===== config.mk =====
export PLATFORM = sky130hd
export DESIGN_NAME = rrc_cell
export DESIGN_NICKNAME = d
export VERILOG_FILES = /design/src/hdl/rrc_pkg.sv /design/src/hdl/rrc_cell.sv
export SDC_FILE = /design/constraint.sdc
export NUM_CORES = 1
export LEC_CHECK = 0
export ABC_AREA = 0
export BUFFER_PORTS_ARGS = -buffer_cell sky130_fd_sc_hd__clkbuf_2
export CAP_MARGIN = 20
export CORE_AREA = 5 5 344 346
export DETAILED_ROUTE_END_ITERATION = 10
export DIE_AREA = 0 0 349 351
export PLACE_DENSITY = 0.5
export SYNTH_ARGS = -nofsm -noshare
export SYNTH_HDL_FRONTEND = slang
export SYNTH_SLANG_ARGS = --single-unit

===== constraint.sdc =====
create_clock -name clk -period 7.1 [get_ports clk]
set_input_delay 1.42 -clock clk [delete_from_list [all_inputs] [get_ports clk]]
set_output_delay 1.42 -clock clk [all_outputs]
set_load 0.01 [all_outputs]

===== src/hdl/rrc_pkg.sv =====
package rrc_pkg;

	localparam int IDX_W = 13;
	localparam int CNT_W = 14;

	localparam logic [1:0] OUT_EXACT = 2'd0;
	localparam logic [1:0] OUT_RANGE = 2'd1;
	localparam logic [1:0] OUT_NEW   = 2'd2;
	localparam logic [1:0] OUT_FAIL  = 2'd3;

	typedef struct packed {
		logic [63:0] address;
		logic [47:0] length;
		logic        alloc_known;
		logic [63:0] alloc_start;
		logic [47:0] alloc_length;
		logic        register_ok;
	} req_t;

	typedef struct packed {
		logic        covered;
		logic [1:0]  outcome;
		logic [6:0]  removed_count;
		logic        lru_evicted;
		logic [63:0] extent_base;
		logic [47:0] extent_length;
	} rsp_t;

	typedef enum logic [1:0] {
		MODE_LOOK,
		MODE_CLEAR,
		MODE_SCAN
	} mode_t;

	// pass command seen by every cell
	typedef struct packed {
		mode_t       mode;
		logic [63:0] key;
		logic [47:0] klen;
	} qry_t;

	// accumulator that walks the chain with the token
	typedef struct packed {
		logic             tok;
		logic             f_hit;
		logic [IDX_W-1:0] f_idx;
		logic [47:0]      f_len;
		logic             p_hit;
		logic [IDX_W-1:0] p_idx;
		logic [63:0]      p_base;
		logic [47:0]      p_len;
		logic [63:0]      p_tick;
		logic             z_hit;
		logic [IDX_W-1:0] z_idx;
		logic [CNT_W-1:0] cnt;
	} acc_t;

	typedef struct packed {
		logic             inv_en;
		logic [IDX_W-1:0] inv_idx;
		logic             wr_en;
		logic [IDX_W-1:0] wr_idx;
		logic [63:0]      base;
		logic [47:0]      len;
		logic [63:0]      tick;
	} cmd_t;

	function automatic logic span_inside(logic [63:0] b, logic [47:0] len,
		logic [63:0] p, logic [47:0] n);
		logic [63:0] off;
		logic [63:0] room;
		off  = p - b;
		room = {16'd0, len} - off;
		return (p >= b) && (off <= {16'd0, len}) && ({16'd0, n} <= room);
	endfunction

endpackage


===== src/hdl/rrc_cell.sv =====
module rrc_cell #(
	parameter int IDX = 0
) (
	input  logic          clk,
	input  logic          arst_n,
	input  rrc_pkg::qry_t qry,
	input  rrc_pkg::cmd_t cmd,
	input  rrc_pkg::acc_t acc_in,
	output rrc_pkg::acc_t acc_out
);

	logic        valid_q;
	logic [63:0] base_q;
	logic [47:0] len_q;
	logic [63:0] tick_q;
	rrc_pkg::acc_t nxt;
	logic        rm;
	logic        wr_me;
	logic        inv_me;
	logic [63:0] diff;
	localparam logic [rrc_pkg::IDX_W-1:0] MY_IDX = rrc_pkg::IDX_W'(IDX);

	assign wr_me  = cmd.wr_en && (cmd.wr_idx == MY_IDX);
	assign inv_me = cmd.inv_en && (cmd.inv_idx == MY_IDX);
	assign diff   = base_q - qry.key;

	always_comb begin
		nxt = acc_in;
		rm  = 1'b0;
		if (acc_in.tok) begin
			unique case (qry.mode)
				rrc_pkg::MODE_LOOK: begin
					if (valid_q && base_q == qry.key) begin
						nxt.f_hit = 1'b1;
						nxt.f_idx = MY_IDX;
						nxt.f_len = len_q;
					end
					if (valid_q && base_q <= qry.key &&
						(!acc_in.p_hit || base_q > acc_in.p_base)) begin
						nxt.p_hit  = 1'b1;
						nxt.p_idx  = MY_IDX;
						nxt.p_base = base_q;
						nxt.p_len  = len_q;
					end
				end
				rrc_pkg::MODE_CLEAR: begin
					if (valid_q && base_q < qry.key &&
						(!acc_in.p_hit || base_q > acc_in.p_base)) begin
						nxt.p_hit  = 1'b1;
						nxt.p_idx  = MY_IDX;
						nxt.p_base = base_q;
						nxt.p_len  = len_q;
					end
					if (valid_q && base_q >= qry.key && diff < {16'd0, qry.klen}) begin
						rm      = 1'b1;
						nxt.cnt = acc_in.cnt + rrc_pkg::CNT_W'(1);
					end
				end
				rrc_pkg::MODE_SCAN: begin
					if (valid_q) begin
						nxt.cnt = acc_in.cnt + rrc_pkg::CNT_W'(1);
						if (base_q == qry.key && !acc_in.f_hit) begin
							nxt.f_hit = 1'b1;
							nxt.f_idx = MY_IDX;
						end
						if (!acc_in.p_hit || tick_q < acc_in.p_tick ||
							(tick_q == acc_in.p_tick && base_q < acc_in.p_base)) begin
							nxt.p_hit  = 1'b1;
							nxt.p_idx  = MY_IDX;
							nxt.p_base = base_q;
							nxt.p_tick = tick_q;
						end
					end else if (!acc_in.z_hit) begin
						nxt.z_hit = 1'b1;
						nxt.z_idx = MY_IDX;
					end
				end
				default: begin
					nxt = acc_in;
				end
			endcase
		end
	end

	always_ff @(posedge clk or negedge arst_n) begin
		if (!arst_n) begin
			valid_q <= 1'b0;
			acc_out <= '0;
		end else begin
			acc_out <= nxt;
			if (wr_me) begin
				valid_q <= 1'b1;
			end else if (inv_me || rm) begin
				valid_q <= 1'b0;
			end
		end
	end

	always_ff @(posedge clk) begin
		if (wr_me) begin
			base_q <= cmd.base;
			len_q  <= cmd.len;
			tick_q <= cmd.tick;
		end
	end

endmodule


==> summary.md <==
| Metric | Value |
|---|---|
| Fmax | approximately 150 MHz |
| Worst-margin pin slew | approximately 960 ps |
| Final Hold Fails | 0 |
| Wire length per cell | 22.32 um |
| Most common cell in the netlist | dfrtp_1 |
| Starting density of the core | 22.11% |
| Vias per inst | roughly 4.5 |
| Antenna violations before repair | 42 |
| Root buf cell | clkbuf_16 |
| Count of cell types in the netlist | a little under 100 |
| Gr ovfl total | 0 |
| Clock share of power | 42.5% |
| First-pass GRT wire length | 152.7 mm |
| Placeable Area | ~0.12 mm2 |
| Synth top cells by count | 282 x dfrtp_1, 266 x inv_1, 244 x ha_1 |
| Fraction of layout cells with a size suffix above 1 | between 30% and 40% |
| PortBufs | 881 |
| Die area | about 0.12 mm2 |
| Area grow syn2layout | 34.66% |
| Clk buf depth | 3 |
| Power share of the combinational group | 15.3% |
| FFs w/ async S/R, synth | roughly 62% |
| Total of max-cap violations | 0 |
| CTS Hold Bufs | 0 |
| Crit. End Element | flop |
| Residual DRC | 0 |
| Fin cells | between 4000 and 5000 |
| Gpl congestion | approximately 0.86 |
| Post-route ant nets | 0 |
| Area contributors post-synth | dfrtp_1 28%, edfxtp_1 21%, ha_1 12% |
| Largest net degree at the start of global routing | 141 |
| Seq pwr share | 42.1% |
| Worst reg-to-reg setup slack | around 800 ps |
| CP required | about 7600 ps |
| Crit path launch | qry[48] |
| Post-Synth XOR/XNOR Area | 1.893% |
| Most used DFF post-synth | dfrtp_1 |
| Slew Limit Fails | 0 |
| Hold EP | acc_out[104]$_DFF_PN0_ |
| Final Skew | 25.29 ps |
| Mux cell area share after synthesis | approximately 5.3% |
| Largest family of logic cells by synthesized area | compound AO/OA/AOI/OAI gates |
| Crit path time final | 6712 ps |
| Yosys reg bits | between 400 and 500 |
| CP Launch Type | primary input |
| # rows | approximately 130 |
| Design Area, Final | between 0.03 and 0.04 mm2 |
| EDFF count, synth | approximately 180 |
| CTS tree | done |
| Hold path depth | 1 |
| Final wirelength | roughly 110 mm |
| Dpl cells | 4740 |
| Slowest CP cell | fa_1 |
| Worst r2r src | base_q[0]$_DFFE_PP_ |
| Setup TNS | 0 ps |
| Die height | approximately 350 um |
| Crit path largest cell delay | between 400 and 500 ps |
| Adder-Cell Fraction of Synth Area | ~12% |
| Detailed-placement wirelength estimate | 89.12 mm |
| IO Pins | between 800 and 900 |
| Relative slew slack | 35.61% |
| Compound-gate portion of the synthesized area | around 16% |
| Clock Sink Count | roughly 460 |
| Fin crit share | a little over nine tenths |
| Clk slew on worst S/H paths | approximately 60 ps |
| Worst reg2reg path endpoint | acc_out[3]$_DFF_PN0_ |
| Worst EP arrival | 7220 ps |
| PD cells | between 150 and 200 mW/mm2 |
| Num CTS Buffers | 55 |
| Setup CP Type | primary input to flop |
| Pleak | about 17 nW |
| H-tree levels | 2 |
| Status | completed |
| Violation count after the first detailed-route iteration | roughly 1400 |
| Switch Pwr | ~1.8 mW |
| Post-synth top area share | ~28% |
| Cells after Synth | 2307 |
| R2R cell count | 32 |
| Post-Syn Area | approximately 0.025 mm2 |
| Most frequent CP cell | buf_4 |
| Pre-antenna DRT Iters | 5 |
| Die Span X | 349 um |
| Post-Synth Simple-Gate Area | just over 10% |
| RSZ-0062 raised after global routing | false |
| Net Count, Synth | around 3200 |
| Cell accounting for the most synthesized area | dfrtp_1 |
| Worst min path class | flop to flop |
| Number of global-route vias before repair | roughly 22000 |
| Max IR drop VDD | approximately 0.00017 V |
| Total GRT Usage | 16.79% |
| Final nets | approximately 4100 |
| CP max FO | 8 |
| Vias post-DR | approximately 22000 |
| Switching Share | between 20% and 30% |
| Seq/Total Area, Yosys | between 40 and 50% |
| Final setup violation count | 0 |
| Worst-Skew Late Latency | approximately 640 ps |
| Hold_sp | len_q[12]$_DFFE_PP_ |
| Post-synthesis average cell area | between 10 and 15 um2 |
| Cell-internal power | about 5 mW |
| Pwr Total | between 6 and 7 mW |
| Synthesis warning total | 0 |
| Cell Area, Placed | 0.03231 mm2 |
-- cell usage in the layout, fill, tap and decap left out, types with 93 or more instances in the layout --
cell	netlist	layout
dfrtp_1	282	282
inv_1	266	266
mux2_2	111	111
nand2_1	118	118
edfxtp_1	176	176
ha_1	244	244
clkbuf_2	2	880
o21ai_0	94	93
buf_4	4	97
a21oi_1	158	158
a22o_1	113	113
-- how the worst max path moves through the flow --
| stage | endpoint | slack (ps) | cells after the start |
|---|---|---|---|
| after floorplan | base_q[0]$_DFFE_PP_ | -900 | 2 |
| after global placement | acc_out[3]$_DFF_PN0_ | -390 | 32 |
| after detailed placement | acc_out[3]$_DFF_PN0_ | -330 | 32 |
| after CTS | acc_out[3]$_DFF_PN0_ | 330 | 32 |
| after global routing | acc_out[4]$_DFF_PN0_ | 7 | 31 |
| final | acc_out[3]$_DFF_PN0_ | 390 | 32 |
-- power by group through the flow --
stage	sequential (mW)	clock [mW]	combinational, mW
CTS	2.88	3.01	1.06
global route	2.89	3.12	1.16
global placement	2.93	0	1.05
detailed placement	2.93	0	1.05
finish	2.88	2.91	1.05
floorplan	2.98	0	0.459
-- metrics by stage --
step | hold WS [ps] | utilization [%] | worst slack, ps
6_report | 479.3 | 29.77 | 387.6
5_1_grt | 504.2 | 29.75 | 7.137
4_1_cts | 489.6 | 29.70 | 331.9
3_5_place_dp | 477.5 | 28.07 | -327.0
3_3_place_gp | 472.7 | 28.06 | -390.3
2_1_floorplan | 463.6 | - | -896.7
-- cell type report --
| cell class | instances | area [um2] |
|---|---|---|
| multi-input cells | 1503 | 11720 |
| repair buffers | 989 | 5359 |
| clock buffers | 84 | 1587 |
| clock inverters | 20 | 286.5 |
| diodes | 27 | 67.56 |
| inverters | 266 | 998.5 |
| fillers | 12280 | 80850 |
| well taps | 1524 | 1907 |
| flip-flops and latches | 458 | 12340 |
-- critical path: cells and delay by family --
kind | cells | cell delay [ps]
AO/OA/AOI/OAI | 14 | 2950
XOR/XNOR | 1 | 90
adder cells (fa/ha/maj) | 3 | 780
buffers and inverters | 7 | 960
AND/OR/NAND/NOR | 7 | 1030
-- kinds of logic after synthesis --
family / count (synthesis)
buf+inv: 346
fa+ha+maj: 245
compound gates: 591
xor+xnor: 55
flops: 458
simple gates: 490
mux: 122
-- flip-flops by register name, indices dropped and copies added (netlist names) --
| name | count |
|---|---|
| acc_out | 281 |
| base_q | 64 |
| tick_q | 64 |
| len_q | 48 |
| valid_q | 1 |
-- layer usage --
layer	wire length, um	global-route usage, %
met5	121	0
met2	52220	28.01
met1	44850	21.10
met3	8786	4.904
met4	2735	4.988
-- repair_timing --
action,4_1_cts,5_1_grt
hold endpoints to repair,0,0
endpoints found under the setup margin,0,9
setup buffers,0,0
resized for setup,0,4
(Power assumes the default switching activity.)
